**config.mk**
```make
export PLATFORM = sky130hd
export DESIGN_NAME = stb_queue
export DESIGN_NICKNAME = d
export VERILOG_FILES = /design/src/sv/stb_pkg.sv /design/src/sv/stb_queue.sv
export SDC_FILE = /design/constraint.sdc
export NUM_CORES = 1
export LEC_CHECK = 0
export ABC_AREA = 0
export BUFFER_PORTS_ARGS = -buffer_cell sky130_fd_sc_hd__clkbuf_2
export CAP_MARGIN = 20
export CORE_AREA = 2 2 65 67
export CTS_BUF_LIST = sky130_fd_sc_hd__clkbuf_16
export DETAILED_ROUTE_END_ITERATION = 8
export DIE_AREA = 0 0 67 69
export GPL_ROUTABILITY_DRIVEN = 0
export HOLD_SLACK_MARGIN = 0.03
export PLACE_DENSITY = 0.73
export SYNTH_ARGS = -nofsm -noshare
export SYNTH_HDL_FRONTEND = slang
export SYNTH_SLANG_ARGS = --single-unit
```
**constraint.sdc**
```tcl
create_clock -name i_clk -period 1.9 [get_ports i_clk]
set_input_delay 0 -clock i_clk [delete_from_list [all_inputs] [get_ports i_clk]]
set_output_delay 0 -clock i_clk [all_outputs]
set_load 0.05 [all_outputs]
```
**src/sv/stb_pkg.sv**
```systemverilog
// Shared types, codes and helpers for the scrolling text terminal buffer.
package stb_pkg;

    localparam logic [1:0] CMD_WRITE = 2'd0;
    localparam logic [1:0] CMD_READ  = 2'd1;
    localparam logic [1:0] CMD_CLEAR = 2'd2;

    localparam logic [7:0] BYTE_LF  = 8'h0A;
    localparam logic [7:0] BYTE_CR  = 8'h0D;
    localparam logic [7:0] PRINT_LO = 8'h20;
    localparam logic [7:0] PRINT_HI = 8'h7E;
    localparam logic [6:0] CHAR_SPACE = 7'h20;
    localparam logic [6:0] CHAR_DOT   = 7'h2E;

    localparam int QUEUE_DEPTH = 2;

    typedef enum logic [2:0] {
        OP_NOP,
        OP_CHAR,
        OP_NEWLINE,
        OP_RETURN,
        OP_HEX,
        OP_READ,
        OP_READ_NULL,
        OP_CLEAR
    } t_op;

    typedef enum logic [2:0] {
        ST_IDLE,
        ST_BLANK,
        ST_HEX,
        ST_PUT,
        ST_READ,
        ST_DONE
    } t_state;

    typedef struct packed {
        t_op        op;
        logic [7:0] data;
        logic [3:0] row;
        logic [5:0] col;
    } t_req;

    function automatic logic [6:0] hex_digit(input logic [3:0] n);
        logic [6:0] w;
        w = {3'b000, n};
        if (n < 4'd10) begin
            return 7'h30 + w;
        end
        return 7'h37 + w;
    endfunction

endpackage

```
**src/sv/stb_queue.sv**
```systemverilog
// Short request queue between the front end and the back end.
module stb_queue (
    input  logic          i_clk,
    input  logic          i_rst_n,
    input  logic          i_push,
    input  stb_pkg::t_req i_req,
    output logic          o_full,
    output logic          o_valid,
    output stb_pkg::t_req o_req,
    input  logic          i_pop
);

    localparam int PTR_W = (stb_pkg::QUEUE_DEPTH > 1) ? $clog2(stb_pkg::QUEUE_DEPTH) : 1;
    localparam int CNT_W = $clog2(stb_pkg::QUEUE_DEPTH + 1);

    stb_pkg::t_req    r_entry [stb_pkg::QUEUE_DEPTH];
    logic [PTR_W-1:0] r_wr_ptr;
    logic [PTR_W-1:0] r_rd_ptr;
    logic [CNT_W-1:0] r_count;
    logic             do_push;
    logic             do_pop;

    assign o_full  = r_count == CNT_W'(stb_pkg::QUEUE_DEPTH);
    assign o_valid = r_count != '0;
    assign o_req   = r_entry[r_rd_ptr];
    assign do_push = i_push && !o_full;
    assign do_pop  = i_pop && o_valid;

    always_ff @(posedge i_clk) begin
        if (do_push) begin
            r_entry[r_wr_ptr] <= i_req;
        end
    end

    always_ff @(posedge i_clk) begin
        if (!i_rst_n) begin
            r_wr_ptr <= '0;
            r_rd_ptr <= '0;
            r_count  <= '0;
        end else begin
            if (do_push) begin
                r_wr_ptr <= (r_wr_ptr == PTR_W'(stb_pkg::QUEUE_DEPTH - 1)) ? '0 : r_wr_ptr + 1'b1;
            end
            if (do_pop) begin
                r_rd_ptr <= (r_rd_ptr == PTR_W'(stb_pkg::QUEUE_DEPTH - 1)) ? '0 : r_rd_ptr + 1'b1;
            end
            if (do_push && !do_pop) begin
                r_count <= r_count + 1'b1;
            end else if (do_pop && !do_push) begin
                r_count <= r_count - 1'b1;
            end
        end
    end

endmodule

```
Yosys cells after proc, flatten, opt, wreduce, memory -nomap -nowiden
Memories as Yosys holds them, arrays and structs flattened. A register that Yosys moved wholly into a read port is not among the register bits.
Index checks and enable logic that the tools add are counted.
{"block": "op_classes", "n_mul": 0, "n_div": 0, "order_cmp": 0, "reduce_logical": 9, "bitwise": 0, "n_mux": 8, "n_shift": 0, "addsub": 4, "eq_ne": 1}
{"operator": "two-way mux 1 bit", "count": 6}
{"operator": "logical AND 1 bit", "count": 4}
{"operator": "two-way mux 2 bit", "count": 2}
{"operator": "nonzero test 2 bit", "count": 2}
{"operator": "logical NOT 1 bit", "count": 3}
{"operator": "adder 1 bit, second input constant", "count": 2}
{"operator": "adder 2 x 1 -> 2 bit, second input constant", "count": 1}
{"operator": "== test 2 bit, second input constant", "count": 1}
{"operator": "subtractor 2 x 1 -> 2 bit, second input constant", "count": 1}
{"block": "totals", "inputBits": 25, "latch_bits": 0, "romBits": 0, "out_inout_bits": 23, "word_cells": 26, "regBits": 4, "n_memories": 1, "mem_bits_rw": 42}
{"memory": "r_entry", "words": 2, "word_bits": 21, "read_ports": 1, "rd_clocked_by_memory_dff": 1, "write_ports": 1, "line_no": "stb_queue.sv:16", "rtl": "stb_pkg::t_req r_entry [stb_pkg::QUEUE_DEPTH];"}

Longest topological paths before layout
{"block": "depth", "depth_word": 7, "ltp_mapped": 7}

Worst setup path before layout
Ideal clock, no wire load.
{"block": "synth_path", "path_type": "register to register", "from": "reg r_count[0]", "to": "mem r_entry[0][0] in the netlist's numbering, enable pin", "arrival_ns": 1.571, "n_path_buf": 0, "setup_slack_ns": -0.069, "required_time_ns": 1.503, "stages_incl_launch_ff": 4, "period_less_slack_ns": 1.969, "cell_sequence": "dfxtp_1 nand2b_1 inv_2 nor3_2"}
{"block": "synth_between", "elab_chain_len": 5}
{"element": "from (decl)", "line_no": "stb_queue.sv:19", "rtl": "logic [CNT_W-1:0] r_count;"}
{"element": "from (signal assigned)", "line_no": "stb_queue.sv:48", "rtl": "r_count <= r_count + 1'b1;"}
{"element": "from (signal assigned)", "line_no": "stb_queue.sv:50", "rtl": "r_count <= r_count - 1'b1;"}
{"element": "== test 2 bit", "line_no": "stb_queue.sv:23", "rtl": "assign o_full = r_count == CNT_W'(stb_pkg::QUEUE_DEPTH);"}
{"element": "via o_full", "line_no": "stb_queue.sv:7", "rtl": "output logic o_full,"}
{"element": "logical NOT 1 bit", "line_no": "stb_queue.sv:26", "rtl": "assign do_push = i_push && !o_full;"}
{"element": "logical AND 1 bit", "line_no": "stb_queue.sv:26"}
{"element": "two-way mux 1 bit", "line_no": "stb_queue.sv:30", "rtl": "if (do_push) begin"}
{"element": "two-way mux 1 bit (implied by the code)", "line_no": "stb_queue.sv:31", "rtl": "r_entry[r_wr_ptr] <= i_req;"}
{"element": "to (decl)", "line_no": "stb_queue.sv:16"}
The timed path passes the listed nets, and every way through them passes these cells.

Worst setup path in the final report
{"block": "layout_path", "from": "reg r_count[0]", "to": "reg r_count[1]"}
{"block": "layout_between", "elab_chain_len": 6, "elab_cells_between_ends": 14, "cone_classes": "add/sub (2); eq/ne (1); mux (2); reduce/logical (9)"}
{"element": "== test 2 bit", "line_no": "stb_queue.sv:23"}
{"element": "logical NOT 1 bit", "line_no": "stb_queue.sv:26"}
{"element": "logical AND 1 bit", "line_no": "stb_queue.sv:26"}
{"element": "logical NOT 1 bit", "line_no": "stb_queue.sv:49", "rtl": "end else if (do_pop && !do_push) begin"}
{"element": "logical AND 1 bit", "line_no": "stb_queue.sv:49"}
{"element": "nonzero test 2 bit (no source line)"}
Parallel ways exist; a longest one is shown, timed or not. The select of a mux whose other input is x is not followed.
A chain may end at the register's enable or synchronous reset.

==> results.cfg <==
[outcome]
status = completed

[logic_synthesis]
yosys-top-cells-area = edfxtp_1 72%, mux2_2 14%, dfxtp_1 5.7%
ys_seq_elements = 47
yosysWarnings = 0
synth_nets = 116
syn_avg_cell_area_um2 = 19.4
yosysTopAreaCell = edfxtp_1
yosysUniqueCellTypes = 21
netlist_area_um2 = 1740
synthCells = 90
synth_seq_area_share_pct = 78.0
synth_top_area_share_pct = 72.3

[clock_tree]
cts_num_sinks = 47
root_buffer = clkbuf_16
cts_tree = done
postCtsHoldBufs = 22
ctsResizeCount = 0
h-tree-depth = 2
cts_max_path_buffers = 2
cts_setup_buffers = 0
clock_latency_ps = 280
cts.clk_slew.worst_paths_ps = 60
numCtsBuffers = 5

[sta]
worst_slew_pin_slew_ps = 322
hold_ws_ps = 105
clock_skew_ps = 4.88
finalCriticalPeriod_ps = 1580
fin_setup_tns_ps = 0
setup_viol = 0
period_share_pct = 83.3
drv_slew = 0
timing.fmax_ghz = 0.632
max-slew-margin-rel_pct = 78.5
final_hold_viol_count = 0
rsz0062_at_grt = no

[critical_path]
cp_cell_sequence = nand2b_1, inv_2, nor2_1, ha_1, or3_1, a21boi_1
cp_num_buf_inv = 1
worstPathMaxFanout = 5
r2r_cells = 6
path_depth = 6
required_ps = 2120
crit_type = reg2reg
cp-end-kind = register
cp_data_arrival_time_ps = 1800
cp_slowest_stage_delay_ps = 400
cpLargestDelayFamily = simple AND/OR/NAND/NOR gates
crit_path_top_delay_cell = dfxtp_1
worst_setup_path_start_kind = register

[grt]
grtUsageTotal_pct = 15.0
grt_pass1_vias = 1121
antenna_found_initial = 0
grt_max_degree = 16
gr-total-overflow = 0
grt_pass1_wl_mm = 5.06

[cells_and_area]
layout_commonest_cell = clkbuf_2
final_net_count = 196
layout_common_cells = 47 x clkbuf_2, 42 x edfxtp_1, 22 x dlygate4sd3_1
drive_gt1_share_pct = 49.7
fin_area_um2 = 2470
nFillCells = 315
regArea_um2 = 1360
diodes = 0
utilization_pct = 63.2
syn2layout_area_growth_pct = 41.8
multiInputGateArea_um2 = 372

[routing]
ant_nets = 0
dr_total_vias = 1049
vias_per_cell = 4.75
drt-total-wl_mm = 3.14
post_drt_wl_per_cell_um = 14.2
drcViolationCount = 0
drt_iter0_markers = 66
drt_pass1_iterations = 4

[hold_path]
min_path_type = in2reg
hold_depth = 3

[power]
ir_drop_mv = 0.764
p_total_mw = 3.69
leakagePower_nw = 0.978
power_density_nw_per_um2 = 1490

[die]
rows = 23
io_pins = 48
initial_utilization_pct = 44.6
die_h_um = 69
core-area_um2 = 3910
die_x_um = 67
design.die.area_um2 = 4620

[place]
place_hpwl_mm = 2.23
dpl_cell_area_um2 = 2080
port_buffers = 47

[run]
cap_viol_max_count = 0
[report_power, final]
group          total [mW]  switching (mW)  internal, mW
clock network       0.956           0.337         0.619
registers            1.36          0.0586          1.31
logic                1.37           0.937         0.434
total                3.69            1.33          2.36
[synthesized netlist by cell type]
cell type	instances
or3_1	1
a21boi_0	1
inv_1	1
and3_1	1
dfxtp_1	5
o21ai_0	1
nor2_1	1
mux2_2	21
o21a_1	1
nand2b_1	1
edfxtp_1	42
or2_2	1
xnor2_1	2
o21ai_1	1
buf_2	2
and2_1	3
xor2_1	1
ha_1	1
inv_2	1
nor3_2	1
a21boi_1	1
[path summary, 6_finish.rpt]
kind,from,end,slack [ps]
worst max-delay path,r_count[0],r_count[1],320
worst min-delay path,i_push,r_wr_ptr,100
worst max register to register,r_count[0],r_count[1],320
worst min register to register,r_count[1],r_count[1],530
[per-stage QoR]
stage | instances | setup slack [ps]
after CTS | 221 | 311
after floorplan | 90 | 251
after global placement | 191 | 406
final | 221 | 317
after detailed placement | 191 | 324
after global routing | 221 | 224
[sequential cells by signal, indices dropped and copies added, names as in the netlist, named ones only]
signal and flops:
r_wr_ptr 1, r_count 2, r_entry 42, r_rd_ptr 1
[tightest hold or removal path, delay by kind of cell]
kind	cells	cell delay (ps)
buffers and inverters	1	100
AO/OA/AOI/OAI	2	240
[final cells by class]
class,instances,share of cell area [%]
multi-input cells,39,15.0
clock buffers,5,5.06
clock inverters,3,1.77
inverters,2,0.304
flip-flops and latches,47,55.1
well taps,50,2.53
repair buffers,75,20.2
[cell families after synthesis]
logic type,count (synthesis),share of synthesized area [%]
compound gates,5,1.87
xor+xnor,3,1.51
fa+ha+maj,1,0.717
buf+inv,4,1.00
flops,47,78.0
mux,21,13.6
simple gates,9,3.30
[routing by layer]
layer	up-vias	part of all wire [%]	track usage, %
met4	0	0.92	5.67
li1	504	-	-
met5	-	0	0
met2	30	58	27.0
met3	4	5.1	5.38
met1	511	36	15.4
Note: power is estimated with default switching activity, not from simulation.
