File: src/sv/stb_pkg.sv
// Shared types, codes and helpers for the scrolling text terminal buffer.
package stb_pkg;

    localparam logic [1:0] CMD_WRITE = 2'd0;
    localparam logic [1:0] CMD_READ  = 2'd1;
    localparam logic [1:0] CMD_CLEAR = 2'd2;

    localparam logic [7:0] BYTE_LF  = 8'h0A;
    localparam logic [7:0] BYTE_CR  = 8'h0D;
    localparam logic [7:0] PRINT_LO = 8'h20;
    localparam logic [7:0] PRINT_HI = 8'h7E;
    localparam logic [6:0] CHAR_SPACE = 7'h20;
    localparam logic [6:0] CHAR_DOT   = 7'h2E;

    localparam int QUEUE_DEPTH = 2;

    typedef enum logic [2:0] {
        OP_NOP,
        OP_CHAR,
        OP_NEWLINE,
        OP_RETURN,
        OP_HEX,
        OP_READ,
        OP_READ_NULL,
        OP_CLEAR
    } t_op;

    typedef enum logic [2:0] {
        ST_IDLE,
        ST_BLANK,
        ST_HEX,
        ST_PUT,
        ST_READ,
        ST_DONE
    } t_state;

    typedef struct packed {
        t_op        op;
        logic [7:0] data;
        logic [3:0] row;
        logic [5:0] col;
    } t_req;

    function automatic logic [6:0] hex_digit(input logic [3:0] n);
        logic [6:0] w;
        w = {3'b000, n};
        if (n < 4'd10) begin
            return 7'h30 + w;
        end
        return 7'h37 + w;
    endfunction

endpackage

File: src/sv/stb_front.sv
// Front end: accepts requests, holds the mode register and classifies commands.
module stb_front #(
    parameter int LINES       = 16,
    parameter int LINE_LENGTH = 41
) (
    input  logic          i_clk,
    input  logic          i_rst_n,
    input  logic          i_cfg_we,
    input  logic          i_cfg_data,
    input  logic          i_in_valid,
    output logic          o_in_ready,
    input  logic [1:0]    i_command,
    input  logic [7:0]    i_data_byte,
    input  logic [3:0]    i_row_index,
    input  logic [5:0]    i_column_index,
    output logic          o_push,
    output stb_pkg::t_req o_req,
    input  logic          i_full
);

    localparam int COLS = LINE_LENGTH - 1;

    logic       r_hex_mode;
    logic       row_ok;
    logic       col_ok;
    logic [6:0] shown;

    always_ff @(posedge i_clk) begin
        if (!i_rst_n) begin
            r_hex_mode <= 1'b0;
        end else if (i_cfg_we) begin
            r_hex_mode <= i_cfg_data;
        end
    end

    assign row_ok = 32'(i_row_index) < 32'(LINES);
    assign col_ok = 32'(i_column_index) < 32'(COLS);
    assign shown  = (i_data_byte >= stb_pkg::PRINT_LO && i_data_byte <= stb_pkg::PRINT_HI) ?
                    i_data_byte[6:0] : stb_pkg::CHAR_DOT;

    always_comb begin
        o_req.data = i_data_byte;
        o_req.row  = i_row_index;
        o_req.col  = i_column_index;
        case (i_command)
            stb_pkg::CMD_WRITE: begin
                if (r_hex_mode) begin
                    o_req.op = stb_pkg::OP_HEX;
                end else if (i_data_byte == stb_pkg::BYTE_LF) begin
                    o_req.op = stb_pkg::OP_NEWLINE;
                end else if (i_data_byte == stb_pkg::BYTE_CR) begin
                    o_req.op = stb_pkg::OP_RETURN;
                end else begin
                    o_req.op   = stb_pkg::OP_CHAR;
                    o_req.data = {1'b0, shown};
                end
            end
            stb_pkg::CMD_READ: begin
                o_req.op = (row_ok && col_ok) ? stb_pkg::OP_READ : stb_pkg::OP_READ_NULL;
            end
            stb_pkg::CMD_CLEAR: begin
                o_req.op = stb_pkg::OP_CLEAR;
            end
            default: begin
                o_req.op = stb_pkg::OP_NOP;
            end
        endcase
    end

    assign o_in_ready = !i_full;
    assign o_push     = i_in_valid && !i_full;

endmodule

File: config.mk
export PLATFORM = sky130hd
export DESIGN_NAME = stb_front
export DESIGN_NICKNAME = d
export VERILOG_FILES = /design/src/sv/stb_pkg.sv /design/src/sv/stb_front.sv
export SDC_FILE = /design/constraint.sdc
export NUM_CORES = 1
export LEC_CHECK = 0
export BUFFER_PORTS_ARGS = -buffer_cell sky130_fd_sc_hd__buf_4
export CAP_MARGIN = 5
export CORE_AREA = 2 2 39 41
export CTS_CLUSTER_DIAMETER = 200
export DETAILED_ROUTE_END_ITERATION = 12
export DIE_AREA = 0 0 41 43
export HOLD_SLACK_MARGIN = 0.1
export PLACE_DENSITY = 0.84
export SYNTH_ARGS = -nofsm -noshare
export SYNTH_HDL_FRONTEND = slang
export SYNTH_SLANG_ARGS = --single-unit
File: constraint.sdc
create_clock -name i_clk -period 2.95 [get_ports i_clk]
set_clock_uncertainty 0.15 [all_clocks]
set_input_delay 0.1475 -clock i_clk [delete_from_list [all_inputs] [get_ports i_clk]]
set_output_delay 0.1475 -clock i_clk [all_outputs]
set_load 0.005 [all_outputs]
* Yosys cells after proc, flatten, opt, wreduce, memory -nomap -nowiden
Index checks and enable logic that the tools add are counted.
** Word-level totals
- Register bits after elaboration :: 1
** Cells by class
- $lt $le $gt $ge :: 3
- Equal/unequal tests :: 4
- Mux-type cells :: 10
- Reduce and logical (&&, ||, !) cells :: 4
** Operators with widths (count)
- 8-bit two-way mux :: 4
- 8-bit by 4-bit equality test with 1-bit output, second input constant :: 2
- 3-bit case mux with 3 select lines :: 1
- 8-bit by 6-bit greater-or-equal comparator with 1-bit output, second input constant :: 1
- 8-bit by 7-bit <= comparator with 1-bit output, second input constant :: 1
- 7-bit two-way mux :: 1
- 6-bit < comparator, second input constant :: 1
- 2-bit two-way mux :: 3
- 3-bit two-way mux :: 1
- 2-bit by 1-bit equality test with 1-bit output, second input constant :: 1
- 2-bit equality test, second input constant :: 1
- 1-bit logical AND :: 2
- 2-bit logical NOT :: 1
- 1-bit logical NOT :: 1

* Depth between registers and ports, before layout
Gate-level depths: netlist of run 1.
- Word-level depth :: 7
- Mapped depth :: 5
- Mapped depth without buffers :: 5

* Worst setup path before layout of run 1
Ideal clock, no wire load.
- Kind :: in2out
- From :: in i_data_byte[4]
- To :: out o_req[10] in the netlist's numbering
- Data arrival time :: 1.333 ns
- Required time :: 2.653 ns
- Slack :: 1.320 ns
- Cell stages on the path :: 3
- Path through :: or4b_4 > or4b_1 > a31oi_1
** RTL lines
- from (decl) :: line stb_front.sv:13 : input logic [7:0] i_data_byte,
- to (decl) :: line stb_front.sv:17 : output stb_pkg::t_req o_req,

==> results of run 1 <==
synth_stat cells, drive strengths merged:
cell type	instances
nand3b	1
nand4b	1
or3b	1
buf	10
or4b	2
a2111o	1
and2	1
clkbuf	1
a21boi	2
o31ai	1
nand4bb	1
nand2b	2
ha	4
inv	5
o21ai	2
a31oi	2
nor2	2
and3	1
o21bai	2
a211o	1
and4	1
a21oi	7
o21a	2
nor2b	2
and2b	1
mux2i	1
dfxtp	1
worst max-delay path: stages:
cell     delay, ns
buf_4         0.13
or4b_4        0.55
or4b_1        0.47
a31oi_1       0.18
buf_4         0.13
logic make-up after synthesis:
kind of cell	count (synthesis)
AOI/OAI and AO/OA	20
buffers and inverters	16
and+or+nand+nor	16
adders and majority gates	4
muxes	1
DFF	1
per-layer routing:
metal  vias to the layer above  share of wire  global-route usage
li1                        247              -                   -
met1                       219           0.36               0.159
met5                         -              0                   0
met3                         2          0.090                   0
met4                         0         0.0037              0.0200
met2                        23           0.55               0.241
worst max-delay path by stage:
stage / startpoint / depth (start not counted) / end
after floorplan: i_data_byte[4] / 3 / o_req[10]
after global placement: i_data_byte[4] / 5 / o_req[10]
after detailed placement: i_data_byte[4] / 5 / o_req[10]
after CTS: i_data_byte[4] / 5 / o_req[10]
after global routing: i_data_byte[4] / 5 / o_req[10]
final: i_data_byte[4] / 5 / o_req[10]
metrics by stage:
step | instance area [um^2] | hold WS, ns
2_1_floorplan | 430 | 0.126
3_3_place_gp | 627 | 0.145
3_5_place_dp | 627 | 0.145
4_1_cts | 627 | 0.145
5_1_grt | 627 | 0.145
6_report | 627 | 0.145
where the power goes:
group          switching [mW]  internal, mW  total, mW
combinational          0.0320        0.0479     0.0799
clock                       0             0          0
sequential           0.000722        0.0146     0.0154
layout make-up:
class	instances	area, um^2	area share
timing repair buffer	34	255	0.407
tap	16	20.0	0.0319
multi-input combinational	41	313	0.499
inverter	5	18.8	0.0299
sequential	1	20.0	0.0319
==> flow_metrics.py, run 1 <==
metrics = {
    "worst_hold_path": {
        "hp-class": "primary input to output port",
        "min_to": "o_req[2]",
        "whs_path_depth": 0,
        "min_from": "i_column_index[2]",
    },
    "clock_tree": {
        "cts_setup_buffers": 0,
        "postCtsResizedCells": 0,
        "clkLatencyLatePin_ns": 0,
        "cts_hold_buf": 0,
    },
    "final_layout": {
        "layout_common_cells": "34 x buf_4, 7 x a21oi_1, 5 x inv_1",
        "utilization": 0.453,
        "top_register": "r_hex_mode",
        "instances_no_fill": 97,
        "antenna_cells": 0,
        "n_fill_cell": 145,
        "top_regs": "r_hex_mode: 1 flops",
        "layout_commonest_cell": "buf_4",
        "drive_above_1_share": 0.457,
        "largest_register_ffs": 1,
        "fin_nets": 113,
        "syn_to_final_growth_pct": 45.6,
    },
    "synth": {
        "synth_largest_area_cell": "buf_4",
        "yosys_warnings": 0,
        "synthMuxAreaShare": 0.0233,
        "synth_top_family_by_area": "compound AO/OA/AOI/OAI gates",
        "synth.avg_cell_area_um2": 7.42,
        "ys_types": 29,
        "yosys.area_share.xor_xnor": 0,
        "synth_compound_area_frac": 0.302,
        "synth_top_area_frac": 0.174,
        "syn-num-nets": 88,
        "synthAdderAreaFrac": 0.116,
        "synth.ff_latch_count": 1,
        "yosysSeqAreaShare": 0.0465,
        "yosys.area_share.simple": 0.285,
        "syn_inst": 58,
        "netlist_top_cells_area": "buf_4 17%, ha_1 12%, a21oi_1 8.1%",
        "netlist_area_um2": 430,
    },
    "critical_path": {
        "path_class": "primary input to output port",
        "critPathCaptureType": "output port",
        "r2r-start": "r_hex_mode",
        "cp-start-kind": "primary input",
        "arrival_ns": 1.60,
        "critPathRequiredTime_ns": 2.65,
        "path_max_fanout": 5,
        "reg2reg_to": "r_hex_mode",
        "r2r_slack_ns": 2.19,
        "r2r_cells": 2,
    },
    "sta": {
        "period_needed_ns": 1.89,
        "slew_headroom": 0.840,
        "max_freq_mhz": 528,
        "finalSetupViolCount": 0,
        "slew_viol_final": 0,
        "rsz0062_at_grt": "no",
        "hold_violations": 0,
        "worst_pin_slew_ns": 0.239,
        "fin_crit_sh": 0.642,
        "final.setup.worst_slack_ns": 1.06,
        "finalSetupTns_ns": 0,
    },
    "floorplanning": {
        "initial_core_util": 0.311,
        "dieWidth_um": 41,
        "die_y_um": 43,
        "row_count": 14,
        "ioPinCount": 49,
        "dieArea_um2": 1760,
        "core_um2": 1380,
    },
    "grt": {
        "gr-total-overflow": 0,
        "grt_max_degree": 10,
        "grt_pass1_wl_mm": 1.75,
        "antenna_found_initial": 0,
        "grt_use_total": 0.130,
        "grt_pass1_vias": 449,
    },
    "route": {
        "first_iter_violations": 4,
        "vias": 491,
        "ant_nets": 0,
        "wire_per_inst_um": 11.3,
        "detail_route.vias_per_cell": 5.06,
        "wirelength_mm": 1.09,
        "drc": 0,
        "drt_pre_antenna_iters": 4,
    },
    "power_and_ir_drop": {
        "ir_drop_uv": 82.9,
        "powerDensity_nw_per_um2": 152,
        "power.leakage_nw": 0.316,
        "power_mw": 0.0952,
    },
    "placed_design": {
        "dpl.cell_count": 97,
        "dp_hpwl_um": 931,
        "place_congestion": 0.710,
        "place_ws_ns": 1.06,
        "io_buffers": 34,
    },
    "flow_run": {
        "cap_violations": 0,
    },
    "run_status": {
        "status": "complete, no violations",
    },
}
No activity file was read; power rests on OpenSTA's default activity.
==> inputs of run 2 (changes only) <==
Settings changed: CORE_AREA 2 2 39 41 to unset, CORE_UTILIZATION set to 32, DIE_AREA 0 0 41 43 to unset, PLACE_DENSITY 0.84 to 0.83.
Clock period 2.95 ns to 1.9 ns, I/O delays scaled along.
==> run 2 against run 1 <==
  * Register-to-register slack worse by 1.0 ns
  * First-iteration DRC count is 75% higher
  * Sequential cell count unchanged
  * Global-route usage is 2.3 points higher
  * Combinational power grew 74%
  * Critical endpoint unchanged
==> flow_metrics.py, run 2 (synthesis results as in run 1) <==
metrics = {
    "grt": {
        "grt_max_degree": 10,
        "use_met1": 0.201,
        "grt_pass1_vias": 413,
        "use_met2": 0.288,
        "grt_pass1_wl_mm": 1.72,
        "grt_use_total": 0.153,
        "gr-total-overflow": 0,
        "grt-busiest-layer": "met2",
        "globalRouteMet3Util": 0.00578,
        "antenna_found_initial": 0,
    },
    "power_and_ir_drop": {
        "seq_power_share": 0.146,
        "internal-power_mw": 0.107,
        "powerDensity_nw_per_um2": 234,
        "clock_power_share": 0,
        "power.leakage_nw": 0.346,
        "switching_share": 0.342,
        "p_comb_frac": 0.854,
        "power_mw": 0.162,
        "switchingPower_mw": 0.0556,
        "ir_drop_uv": 171,
    },
    "critical_path": {
        "path_max_fanout": 5,
        "crit_path_top_delay_cell": "or4b_4",
        "slowest_delay_ns": 0.54,
        "path_class": "primary input to output port",
        "critPathCaptureType": "output port",
        "path_cells": "buf_4, or4b_4, or4b_1, a31oi_1, buf_4",
        "arrival_ns": 1.53,
        "crit_top_cell": "buf_4",
        "reg2reg_to": "r_hex_mode",
        "critPathRequiredTime_ns": 1.65,
        "cp-start-kind": "primary input",
        "r2r_slack_ns": 1.15,
        "r2r-start": "r_hex_mode",
        "r2r_cells": 2,
    },
    "final_layout": {
        "antenna_cells": 0,
        "layout_common_cells": "34 x buf_4, 7 x a21oi_1, 7 x dlygate4sd3_1",
        "top_regs": "r_hex_mode: 1 flops",
        "fin_nets": 120,
        "top_register": "r_hex_mode",
        "final_cell_area_um2": 694,
        "largest_register_ffs": 1,
        "layout_commonest_cell": "buf_4",
        "drive_above_1_share": 0.420,
        "instances_no_fill": 102,
        "syn_to_final_growth_pct": 61.3,
    },
    "sta": {
        "max_freq_mhz": 562,
        "final.setup.worst_slack_ns": 0.121,
        "period_needed_ns": 1.78,
        "hold_violations": 0,
        "fin_crit_sh": 0.936,
        "worst_pin_slew_ns": 0.235,
        "slew_headroom": 0.842,
        "finalSetupViolCount": 0,
        "rsz0062_at_grt": "no",
        "finalSetupTns_ns": 0,
        "slew_viol_final": 0,
    },
    "route": {
        "drt_pre_antenna_iters": 4,
        "wire_per_inst_um": 11.7,
        "drc": 0,
        "first_iter_violations": 7,
        "vias": 528,
        "detail_route.vias_per_cell": 5.18,
        "wirelength_mm": 1.20,
        "ant_nets": 0,
    },
    "worst_hold_path": {
        "min_to": "r_hex_mode",
        "hp-class": "primary input to flip-flop",
        "min_from": "i_rst_n",
        "whs_path_depth": 2,
    },
    "clock_tree": {
        "clkLatencyLatePin_ns": 0,
        "cts.clk_slew.worst_paths_ns": 0,
        "cts_setup_buffers": 0,
    },
    "floorplanning": {
        "core_um2": 1170,
        "initial_core_util": 0.368,
        "dieWidth_um": 38.7,
        "row_count": 12,
        "ioPinCount": 49,
        "die_y_um": 38.7,
        "dieArea_um2": 1500,
    },
    "placed_design": {
        "dp_hpwl_um": 957,
        "place_congestion": 0.711,
        "place_ws_ns": 0.123,
        "dpl_cell_area_um2": 624,
        "io_buffers": 34,
        "dpl.cell_count": 95,
    },
    "run_status": {
        "status": "complete, no violations",
    },
    "flow_run": {
        "cap_violations": 0,
    },
}
==> run 2: cell types whose count changed in the layout (fill, tap and decap cells not counted) <==
cell / previous run / this run
dlygate4sd3_1: 0 / 7
==> run 2: what timing repair did <==
item,in CTS,in global routing
endpoints found under the hold margin,7,0
gates resized for setup,0,0
setup endpoints to repair,0,0
hold buffers,7,0
==> run 2: final cells by class <==
class                           count  area (um^2)
Multi-Input combinational cell     41          313
Sequential cell                     1         20.0
Inverter                            5         18.8
Fill cell                         115          477
Tap cell                           14         17.5
Timing Repair Buffer               41          325
==> run 2: worst max path at each step <==
stage                            to            from  slack, ns  depth (start not counted)
after floorplan           o_req[10]  i_data_byte[4]       0.37                          3
after global placement    o_req[10]  i_data_byte[4]       0.14                          5
after detailed placement  o_req[10]  i_data_byte[4]       0.12                          5
after CTS                 o_req[10]  i_data_byte[4]       0.12                          5
after global routing      o_req[10]  i_data_byte[4]       0.05                          5
final                     o_req[10]  i_data_byte[4]       0.12                          5
==> run 2: through the flow <==
| step | hold WS [ns] | util |
|---|---|---|
| after global routing | 0.181 | 0.593 |
| final | 0.163 | 0.593 |
| after CTS | 0.166 | 0.593 |
| after detailed placement | 0.0400 | 0.533 |
| after global placement | 0.0400 | 0.533 |
| after floorplan | 0.0665 | - |
==> run 2: power groups by stage <==
stage	Clock, mW	Sequential [mW]	Combinational [mW]
2_1_floorplan	0	0.0234	0.0631
3_3_place_gp	0	0.0236	0.122
3_5_place_dp	0	0.0237	0.126
4_1_cts	0	0.0237	0.140
5_1_grt	0	0.0239	0.151
6_report	0	0.0237	0.139
==> run 2: per-layer routing <==
| metal | up-vias | part of all wire |
|---|---|---|
| met2 | 28 | 0.50 |
| met5 | - | 0 |
| met1 | 239 | 0.41 |
| met3 | 0 | 0.091 |
| met4 | 0 | 0 |
| li1 | 261 | - |
==> run 2: worst max-delay path, delay by kind of cell <==
kind / cells / cell delay (ns)
AOI/OAI and AO/OA: 1 / 0.18
buffers and inverters: 2 / 0.25
and+or+nand+nor: 2 / 1.01
